$ cat src/hdl/elt_pkg.sv
// ----------------------------------------------------------------------------
// elt_pkg
// Shared types, codes and helpers for the exec line tokenizer.
// ----------------------------------------------------------------------------
package elt_pkg;

    // result kinds carried on the output tuser
    localparam logic [1:0] KIND_CHAR     = 2'd0;
    localparam logic [1:0] KIND_ARG_END  = 2'd1;
    localparam logic [1:0] KIND_LINE_END = 2'd2;

    // special code units
    localparam logic [15:0] CH_PERCENT   = 16'h0025;
    localparam logic [15:0] CH_QUOTE     = 16'h0022;
    localparam logic [15:0] CH_BACKSLASH = 16'h005C;

    localparam int CHAR_W = 16;
    localparam int KIND_W = 2;

    // default depth of the queue between front and back
    localparam int QUEUE_DEPTH = 4;

    // results caused by one input character, emitted in field order
    typedef struct packed {
        logic              has_char;
        logic [CHAR_W-1:0] char_val;
        logic              has_arg_end;
        logic              has_line_end;
    } t_op;

    // splitter and field code state
    typedef struct packed {
        logic in_quotes;
        logic escape_pending;
        logic have_arg;
        logic raw_nonempty;
        logic percent_pending;
        logic cleaned_nonempty;
    } t_fstate;

    // unicode bmp whitespace set
    function automatic logic is_space(input logic [CHAR_W-1:0] c);
        logic r;
        r = (c == 16'h0020) || (c >= 16'h0009 && c <= 16'h000D) ||
            (c == 16'h0085) || (c == 16'h00A0) || (c == 16'h1680) ||
            (c >= 16'h2000 && c <= 16'h200A) ||
            (c == 16'h2028) || (c == 16'h2029) || (c == 16'h202F) ||
            (c == 16'h205F) || (c == 16'h3000);
        return r;
    endfunction

endpackage

$ cat src/hdl/elt_front.sv
// ----------------------------------------------------------------------------
// elt_front
// Classifies each incoming character, tracks quoting and field code state,
// and produces at most one result record per character for the queue.
// ----------------------------------------------------------------------------
module elt_front (
    input  logic                     i_clk,
    input  logic                     i_rst_n,
    input  logic                     i_accept,
    input  logic [elt_pkg::CHAR_W-1:0] i_ch,
    input  logic                     i_last,
    output logic                     o_push,
    output elt_pkg::t_op             o_op,
    output elt_pkg::t_fstate         o_state
);

    elt_pkg::t_fstate r_st;
    elt_pkg::t_fstate n_st;
    elt_pkg::t_op     op;
    logic             do_raw;
    logic             do_close;

    // per character decode and state update
    always_comb begin
        n_st     = r_st;
        op       = '0;
        do_raw   = 1'b0;
        do_close = 1'b0;

        // splitting
        if (r_st.in_quotes) begin
            if (r_st.escape_pending) begin
                n_st.escape_pending = 1'b0;
                do_raw = 1'b1;
            end else if (i_ch == elt_pkg::CH_BACKSLASH) begin
                if (i_last) begin
                    do_raw = 1'b1;
                end else begin
                    n_st.escape_pending = 1'b1;
                end
            end else if (i_ch == elt_pkg::CH_QUOTE) begin
                n_st.in_quotes = 1'b0;
            end else begin
                do_raw = 1'b1;
            end
        end else if (i_ch == elt_pkg::CH_QUOTE) begin
            n_st.in_quotes = 1'b1;
            n_st.have_arg  = 1'b1;
        end else if (elt_pkg::is_space(i_ch)) begin
            do_close = r_st.have_arg;
        end else begin
            do_raw = 1'b1;
        end

        // field code removal on an argument unit
        if (do_raw) begin
            n_st.have_arg     = 1'b1;
            n_st.raw_nonempty = 1'b1;
            if (r_st.percent_pending) begin
                n_st.percent_pending = 1'b0;
                if (i_ch == elt_pkg::CH_PERCENT) begin
                    op.has_char = 1'b1;
                    op.char_val = elt_pkg::CH_PERCENT;
                    n_st.cleaned_nonempty = 1'b1;
                end
            end else if (i_ch == elt_pkg::CH_PERCENT) begin
                n_st.percent_pending = 1'b1;
            end else begin
                op.has_char = 1'b1;
                op.char_val = i_ch;
                n_st.cleaned_nonempty = 1'b1;
            end
        end

        // argument close on whitespace or at end of line
        if (do_close || (i_last && n_st.have_arg)) begin
            if (n_st.percent_pending) begin
                op.has_char = 1'b1;
                op.char_val = elt_pkg::CH_PERCENT;
                n_st.cleaned_nonempty = 1'b1;
            end
            op.has_arg_end = n_st.cleaned_nonempty || !n_st.raw_nonempty;
            n_st.have_arg         = 1'b0;
            n_st.raw_nonempty     = 1'b0;
            n_st.percent_pending  = 1'b0;
            n_st.cleaned_nonempty = 1'b0;
        end

        // end of line restarts everything
        if (i_last) begin
            op.has_line_end = 1'b1;
            n_st = '0;
        end
    end

    // state register
    always_ff @(posedge i_clk) begin
        if (!i_rst_n) begin
            r_st <= '0;
        end else if (i_accept) begin
            r_st <= n_st;
        end
    end

    assign o_push  = i_accept && (op.has_char || op.has_arg_end || op.has_line_end);
    assign o_op    = op;
    assign o_state = r_st;

endmodule

$ cat src/hdl/elt_queue.sv
// ----------------------------------------------------------------------------
// elt_queue
// Small fifo of result records between the front and the back.
// ----------------------------------------------------------------------------
module elt_queue #(
    parameter int DEPTH = elt_pkg::QUEUE_DEPTH
) (
    input  logic                        i_clk,
    input  logic                        i_rst_n,
    input  logic                        i_push,
    input  elt_pkg::t_op                i_op,
    input  logic                        i_pop,
    output elt_pkg::t_op                o_op,
    output logic                        o_empty,
    output logic                        o_full,
    output logic [$clog2(DEPTH+1)-1:0]  o_count
);

    localparam int PTR_W = (DEPTH > 1) ? $clog2(DEPTH) : 1;
    localparam int CNT_W = $clog2(DEPTH+1);
    localparam logic [PTR_W-1:0] LAST_PTR = PTR_W'(DEPTH - 1);

    elt_pkg::t_op       r_mem [DEPTH];
    logic [PTR_W-1:0]   r_wr;
    logic [PTR_W-1:0]   r_rd;
    logic [CNT_W-1:0]   r_cnt;
    logic               do_push;
    logic               do_pop;

    assign do_push = i_push && !o_full;
    assign do_pop  = i_pop && !o_empty;

    // storage
    always_ff @(posedge i_clk) begin
        if (do_push) begin
            r_mem[r_wr] <= i_op;
        end
    end

    // pointers and fill count
    always_ff @(posedge i_clk) begin
        if (!i_rst_n) begin
            r_wr  <= '0;
            r_rd  <= '0;
            r_cnt <= '0;
        end else begin
            if (do_push) begin
                r_wr <= (r_wr == LAST_PTR) ? '0 : r_wr + PTR_W'(1);
            end
            if (do_pop) begin
                r_rd <= (r_rd == LAST_PTR) ? '0 : r_rd + PTR_W'(1);
            end
            if (do_push && !do_pop) begin
                r_cnt <= r_cnt + CNT_W'(1);
            end else if (do_pop && !do_push) begin
                r_cnt <= r_cnt - CNT_W'(1);
            end
        end
    end

    assign o_op    = r_mem[r_rd];
    assign o_empty = (r_cnt == '0);
    assign o_full  = (r_cnt == CNT_W'(DEPTH));
    assign o_count = r_cnt;

endmodule

$ cat src/hdl/elt_back.sv
// ----------------------------------------------------------------------------
// elt_back
// Expands each result record into output beats: character, end of
// argument, end of line, in that order.
// ----------------------------------------------------------------------------
module elt_back (
    input  logic                       i_clk,
    input  logic                       i_rst_n,
    input  elt_pkg::t_op               i_op,
    input  logic                       i_empty,
    output logic                       o_pop,
    output logic                       o_tvalid,
    input  logic                       i_tready,
    output logic [elt_pkg::CHAR_W-1:0] o_tdata,
    output logic [elt_pkg::KIND_W-1:0] o_tuser
);

    elt_pkg::t_op r_cur;
    elt_pkg::t_op n_cur;
    elt_pkg::t_op rest;
    logic         beat;
    logic         rest_any;

    assign o_tvalid = r_cur.has_char || r_cur.has_arg_end || r_cur.has_line_end;
    assign beat     = o_tvalid && i_tready;

    // drop the beat being sent, keep the rest
    always_comb begin
        rest = r_cur;
        if (r_cur.has_char) begin
            rest.has_char = 1'b0;
        end else if (r_cur.has_arg_end) begin
            rest.has_arg_end = 1'b0;
        end else begin
            rest.has_line_end = 1'b0;
        end
    end

    assign rest_any = rest.has_char || rest.has_arg_end || rest.has_line_end;
    assign o_pop    = !i_empty && (!o_tvalid || (beat && !rest_any));

    // next record
    always_comb begin
        if (o_pop) begin
            n_cur = i_op;
        end else if (beat) begin
            n_cur = rest;
        end else begin
            n_cur = r_cur;
        end
    end

    always_ff @(posedge i_clk) begin
        if (!i_rst_n) begin
            r_cur <= '0;
        end else begin
            r_cur <= n_cur;
        end
    end

    // beat payload
    always_comb begin
        if (r_cur.has_char) begin
            o_tuser = elt_pkg::KIND_CHAR;
            o_tdata = r_cur.char_val;
        end else if (r_cur.has_arg_end) begin
            o_tuser = elt_pkg::KIND_ARG_END;
            o_tdata = '0;
        end else begin
            o_tuser = elt_pkg::KIND_LINE_END;
            o_tdata = '0;
        end
    end

endmodule

$ cat src/hdl/exec_line_tokenizer_core.sv
// ----------------------------------------------------------------------------
// exec_line_tokenizer_core
// Splits a command line into arguments and strips field codes.
// ----------------------------------------------------------------------------
// Input stream: one UTF-16 code unit per beat on s_axis_tdata, s_axis_tlast
// on the final unit of a line. Output stream: one result per beat,
// m_axis_tuser gives the kind (argument character, end of argument, end of
// line) and m_axis_tdata the character, zero for markers.
// The front decodes one character per cycle while the fifo has room and
// writes at most one record into a QUEUE_DEPTH deep fifo; the back turns a
// record into one to three beats, first registering it from the fifo into
// its output register. Throughput is one input beat per cycle while the
// receiver is ready and each character yields at most one beat; boundary
// beats are absorbed by the fifo. Characters that yield nothing (quotes,
// escapes, separators) are accepted but write no record.
// When the receiver stalls, the current beat holds and the fifo fills;
// s_axis_tready falls once it is full. Synchronous reset clears the
// tokenizer state, the fifo and the output stage; the next beat starts a
// new line.
// ----------------------------------------------------------------------------
module exec_line_tokenizer_core #(
    parameter int QUEUE_DEPTH = elt_pkg::QUEUE_DEPTH
) (
    input  logic        i_clk,
    input  logic        i_rst_n,
    // input stream
    input  logic        s_axis_tvalid,
    output logic        s_axis_tready,
    input  logic [15:0] s_axis_tdata,   // [15:0] ch
    input  logic        s_axis_tlast,
    // output stream
    output logic        m_axis_tvalid,
    input  logic        m_axis_tready,
    output logic [15:0] m_axis_tdata,   // [15:0] out_char
    output logic [1:0]  m_axis_tuser    // [1:0] kind
);

    localparam int CNT_W = $clog2(QUEUE_DEPTH+1);

    logic             accept;
    logic             push;
    logic             pop;
    logic             q_empty;
    logic             q_full;
    logic [CNT_W-1:0] q_count;
    elt_pkg::t_op     f_op;
    elt_pkg::t_op     q_op;
    elt_pkg::t_fstate f_state;

    assign s_axis_tready = !q_full;
    assign accept        = s_axis_tvalid && s_axis_tready;

    // character decode
    elt_front u_front (
        .i_clk    (i_clk),
        .i_rst_n  (i_rst_n),
        .i_accept (accept),
        .i_ch     (s_axis_tdata),
        .i_last   (s_axis_tlast),
        .o_push   (push),
        .o_op     (f_op),
        .o_state  (f_state)
    );

    // record queue
    elt_queue #(
        .DEPTH (QUEUE_DEPTH)
    ) u_queue (
        .i_clk   (i_clk),
        .i_rst_n (i_rst_n),
        .i_push  (push),
        .i_op    (f_op),
        .i_pop   (pop),
        .o_op    (q_op),
        .o_empty (q_empty),
        .o_full  (q_full),
        .o_count (q_count)
    );

    // beat expansion
    elt_back u_back (
        .i_clk    (i_clk),
        .i_rst_n  (i_rst_n),
        .i_op     (q_op),
        .i_empty  (q_empty),
        .o_pop    (pop),
        .o_tvalid (m_axis_tvalid),
        .i_tready (m_axis_tready),
        .o_tdata  (m_axis_tdata),
        .o_tuser  (m_axis_tuser)
    );

    // markers carry no character
    a_marker_zero: assert property (@(posedge i_clk) disable iff (!i_rst_n)
        m_axis_tvalid && m_axis_tuser != elt_pkg::KIND_CHAR |-> m_axis_tdata == '0)
        else $error("marker beat with nonzero character");

    // an escape only exists inside quotes
    a_escape_quoted: assert property (@(posedge i_clk) disable iff (!i_rst_n)
        f_state.escape_pending |-> f_state.in_quotes)
        else $error("escape pending outside quotes");

    // a pending percent belongs to an open argument
    a_percent_arg: assert property (@(posedge i_clk) disable iff (!i_rst_n)
        f_state.percent_pending |-> f_state.have_arg && f_state.raw_nonempty)
        else $error("percent pending without argument");

    // end of line leaves the tokenizer idle
    a_line_reset: assert property (@(posedge i_clk) disable iff (!i_rst_n)
        accept && s_axis_tlast |=> f_state == '0)
        else $error("state not cleared after end of line");

    // fifo never overfills
    a_queue_bound: assert property (@(posedge i_clk) disable iff (!i_rst_n)
        q_count <= CNT_W'(QUEUE_DEPTH))
        else $error("queue count out of range");

endmodule
$ cat config.mk
export PLATFORM = sky130hd
export DESIGN_NAME = exec_line_tokenizer_core
export DESIGN_NICKNAME = d
export VERILOG_FILES = /design/src/hdl/elt_pkg.sv /design/src/hdl/elt_front.sv /design/src/hdl/elt_queue.sv /design/src/hdl/elt_back.sv /design/src/hdl/exec_line_tokenizer_core.sv
export SDC_FILE = /design/constraint.sdc
export NUM_CORES = 1
export LEC_CHECK = 0
export BUFFER_PORTS_ARGS = -buffer_cell sky130_fd_sc_hd__buf_2
export CELL_PAD_IN_SITES_DETAIL_PLACEMENT = 1
export CELL_PAD_IN_SITES_GLOBAL_PLACEMENT = 1
export CORE_ASPECT_RATIO = 0.8
export CORE_MARGIN = 2
export CORE_UTILIZATION = 48
export CTS_BUF_LIST = sky130_fd_sc_hd__clkbuf_16
export CTS_CLUSTER_DIAMETER = 80
export DETAILED_ROUTE_END_ITERATION = 10
export PLACE_DENSITY = 0.78
export SKIP_LAST_GASP = 1
export SYNTH_ARGS = -nofsm -noshare
export SYNTH_HDL_FRONTEND = slang
export SYNTH_SLANG_ARGS = --single-unit
$ cat constraint.sdc
create_clock -name i_clk -period 5 [get_ports i_clk]
set_input_delay 0.25 -clock i_clk [delete_from_list [all_inputs] [get_ports i_clk]]
set_output_delay 0.25 -clock i_clk [all_outputs]
set_load 0.005 [all_outputs]
==> impl_metrics.env <==
export IMPL_hpwlAfterDp_mm=7.528
export IMPL_fmax_mhz=268.5
export IMPL_crit_top_cell="or4_1"
export IMPL_cp_start_kind="input port"
export IMPL_timing_final_crit_share=0.7448
export IMPL_slowest_delay_ps=500
export IMPL_start_util=0.4964
export IMPL_cts_max_level=3
export IMPL_status="complete, no violations"
export IMPL_synthesis_area_mm2=0.005104
export IMPL_hold_class="input port to flop"
export IMPL_sequentialPowerShare=0.452
export IMPL_core_area_mm2=0.01028
export IMPL_crit_buf_inv=3
export IMPL_postCtsSetupRepairBufs=0
export IMPL_rsz0062_at_grt="false"
export IMPL_worstSetupEndpointType="flop"
export IMPL_path_cells="buf_2 -> nor4_4 -> nand4_2 -> or4_1 -> o221a_1 -> a21oi_2 -> buf_4 -> or4_1 -> o311ai_4 -> a31oi_4 -> ha_1 -> inv_1 -> fa_1 -> xor2_1 -> or3_1 -> a21boi_0"
export IMPL_cts_tree="done"
export IMPL_cts_hold_buffers=0
export IMPL_combPwrFrac=0.266
export IMPL_path_clk_slew_ps=70
export IMPL_grt_antenna_before_repair=0
export IMPL_die_h_um=96.23
export IMPL_port_buffers=40
export IMPL_drt_initial_drc_count=273
export IMPL_p_total_w=0.002750
export IMPL_drv_slew=0
export IMPL_synth_ff_type="edfxtp_1"
export IMPL_stdcell_count=567
export IMPL_cap_viol_max_count=0
export IMPL_grt_max_degree=35
export IMPL_internal_power_w=0.001901
export IMPL_ys_seq_area_frac=0.5805
export IMPL_gp_congestion=0.7751
export IMPL_slowest_stage="or4_1"
export IMPL_crit_type="input port to flop"
export IMPL_synth_edff_count=76
export IMPL_skew_ps=7.048
export IMPL_setup_tns_ps=0
export IMPL_reg2reg_slack_ps=1470
export IMPL_drt_pass1_iter_count=4
export IMPL_cts_root_buf="clkbuf_16"
export IMPL_row_count=33
export IMPL_vdd_drop_max_uv=188.7
export IMPL_insertion_delay_ps=350
export IMPL_cp_required_ps=5270
export IMPL_nets=451
export IMPL_fillers=1054
export IMPL_post_drt_wl_per_cell_um=19.50
export IMPL_arrival_ps=4000
export IMPL_relSlewSlack=0.3624
export IMPL_ys_top_cells_by_area="edfxtp_1, dfxtp_1, mux4_2, and2_1, nand2_1"
export IMPL_syn_inst=384
export IMPL_die_area_mm2=0.01148
export IMPL_clkPwrFrac=0.282
export IMPL_clk_path_buf_depth=2
export IMPL_cts_resized_gates=0
export IMPL_critical_path_top_delay_family="simple AND/OR/NAND/NOR gates"
export IMPL_cts_sinks=110
export IMPL_grtUsageTotal=0.2090
export IMPL_ant_nets=0
export IMPL_placed_cells=551
export IMPL_overflow=0
export IMPL_ys_warn_count=0
export IMPL_synth_area_per_cell_um2=13.29
export IMPL_yosysTopAreaCell="edfxtp_1"
export IMPL_p_switching_w=0.0008498
export IMPL_worst_pin_slew_ps=955.1
export IMPL_vias=3172
export IMPL_setup_violations_final=0
export IMPL_syn_num_nets=413
export IMPL_period_minus_slack_ps=3724
export IMPL_cts_buffers=9
export IMPL_antenna_cells=0
export IMPL_boundaryPins=41
export IMPL_drc_errors=0
export IMPL_via_per_inst=5.594
export IMPL_wl_mm=11.05
export IMPL_area_growth_pct=11.38
export IMPL_die_w_um=119.3
export IMPL_grt_pass1_vias=3280
export IMPL_drive_gt1_frac=0.2342
export IMPL_power_density_mw_per_mm2=483.9
export IMPL_netlist_cell_type_count=65
export IMPL_hold_violations=0
export IMPL_path_max_fanout=12
export IMPL_yosysTopAreaCellShare=0.4472
export IMPL_ys_seq_elements=110
export IMPL_synthArstFlopShare=0
export IMPL_grt_pass1_wl_mm=17.88
export IMPL_power_leakage_nw=1.973
export IMPL_swShare=0.3090
layout make-up:
type,count,area (um^2),share of cell area
flip-flops and latches,110,2963,0.5212
multi-input cells,242,1918,0.3374
repair buffers,47,252.7,0.04446
clock buffers,9,225.2,0.03962
well taps,140,175.2,0.03082
clock inverters,7,105.1,0.01849
inverters,12,45.04,0.007924
cell families (layout without fill, tap and decap cells):
group,count (synthesis),count (layout),share of synthesized area
DFF,110,110,0.5805
buffers and inverters,32,75,0.04364
xor gates and xnor gates,3,3,0.005149
adders and majority gates,9,9,0.02304
and+or+nand+nor,145,145,0.1630
muxes,22,22,0.08973
AOI/OAI and AO/OA,63,63,0.09488
layout by cell type (no fill, tap or decap), types with 2 or more instances in the layout:
master | synthesis | layout
buf_2 | 1 | 40
clkinv_4 | 0 | 2
nor2b_1 | 12 | 12
dfxtp_1 | 34 | 34
nor4_4 | 2 | 2
or4_1 | 3 | 3
a21oi_1 | 11 | 11
or3_1 | 3 | 3
nand2_1 | 47 | 47
clkbuf_16 | 0 | 9
mux4_2 | 19 | 19
nand3_1 | 3 | 3
nor3_1 | 6 | 6
buf_4 | 1 | 7
nor4_1 | 5 | 5
xnor2_1 | 2 | 2
ha_1 | 7 | 7
inv_1 | 12 | 12
nand3b_1 | 2 | 2
edfxtp_1 | 76 | 76
a22oi_1 | 4 | 4
mux2i_1 | 3 | 3
a21boi_0 | 21 | 21
bufinv_16 | 0 | 2
and2_1 | 32 | 32
nor2_1 | 14 | 14
o21ai_0 | 11 | 11
registers in the layout, summed over array words and instances, names as in the netlist, named ones only:
| signal | count |
|---|---|
| u_back.r_cur | 19 |
| u_front.o_state | 6 |
| u_queue.o_count | 3 |
| u_queue.r_mem | 76 |
| u_queue.r_rd | 2 |
| u_queue.r_wr | 2 |
Yosys cell counts (5+ instances only):
cell and number:
nand2_1 47, nor2_1 14, dfxtp_1 34, nor4_1 5
mux4_2 19, clkbuf_1 9, a21boi_0 21, nor3_1 6
inv_1 12, o21ai_0 11, a21oi_1 11, edfxtp_1 76
nor2b_1 12, ha_1 7, and2_1 32
power groups by stage:
stage                     clock, W  sequential, W  combinational (W)
final                     0.000777        0.00124           0.000730
after global routing      0.000823        0.00127           0.000812
after CTS                 0.000793        0.00125           0.000745
after detailed placement         0        0.00126           0.000727
after global placement           0        0.00125           0.000683
after floorplan                  0        0.00120           0.000556
stage by stage:
stage          utilization  hold slack [ps]  worst slack (ps)  area [um^2]
2_1_floorplan            -            348.9              1496         5104
3_3_place_gp        0.5208            447.0              1137         5354
3_5_place_dp        0.5208            454.1             914.2         5354
4_1_cts             0.5529            252.2              1256         5684
5_1_grt             0.5529            286.0              1086         5684
6_report            0.5529            261.3              1276         5684
path summary, 6_finish.rpt:
check                                                  endpoint  cells after the start                     startpoint
worst max-delay path            u_queue.o_count[2]$_SDFFE_PN0P_                     16                s_axis_tdata[8]
worst min-delay path               u_back.r_cur[0]$_SDFFE_PN0P_                      4                  m_axis_tready
worst max register to register  u_queue.o_count[2]$_SDFFE_PN0P_                     10  u_back.r_cur[18]$_SDFFE_PN0P_
worst min register to register    u_back.r_cur[13]$_SDFFE_PN0P_                      2  u_back.r_cur[13]$_SDFFE_PN0P_
worst register-to-register path, cell delays in order, from the launching register on:
cell and delay (ps):
dfxtp_1 710, maj3_1 270, nor2_1 50, o32a_1 420, inv_1 610, ha_1 300
inv_1 70, fa_1 370, xor2_1 160, or3_1 310, a21boi_0 200
routing by layer:
metal / GRT usage / part of all wire / up-vias
met4: 0.08433 / 0.018 / 0
met5: 0 / 0 / -
met1: 0.2782 / 0.47 / 1571
met2: 0.3338 / 0.47 / 92
li1: - / - / 1493
met3: 0.05095 / 0.051 / 16
No activity file was read; power rests on OpenSTA's default activity.
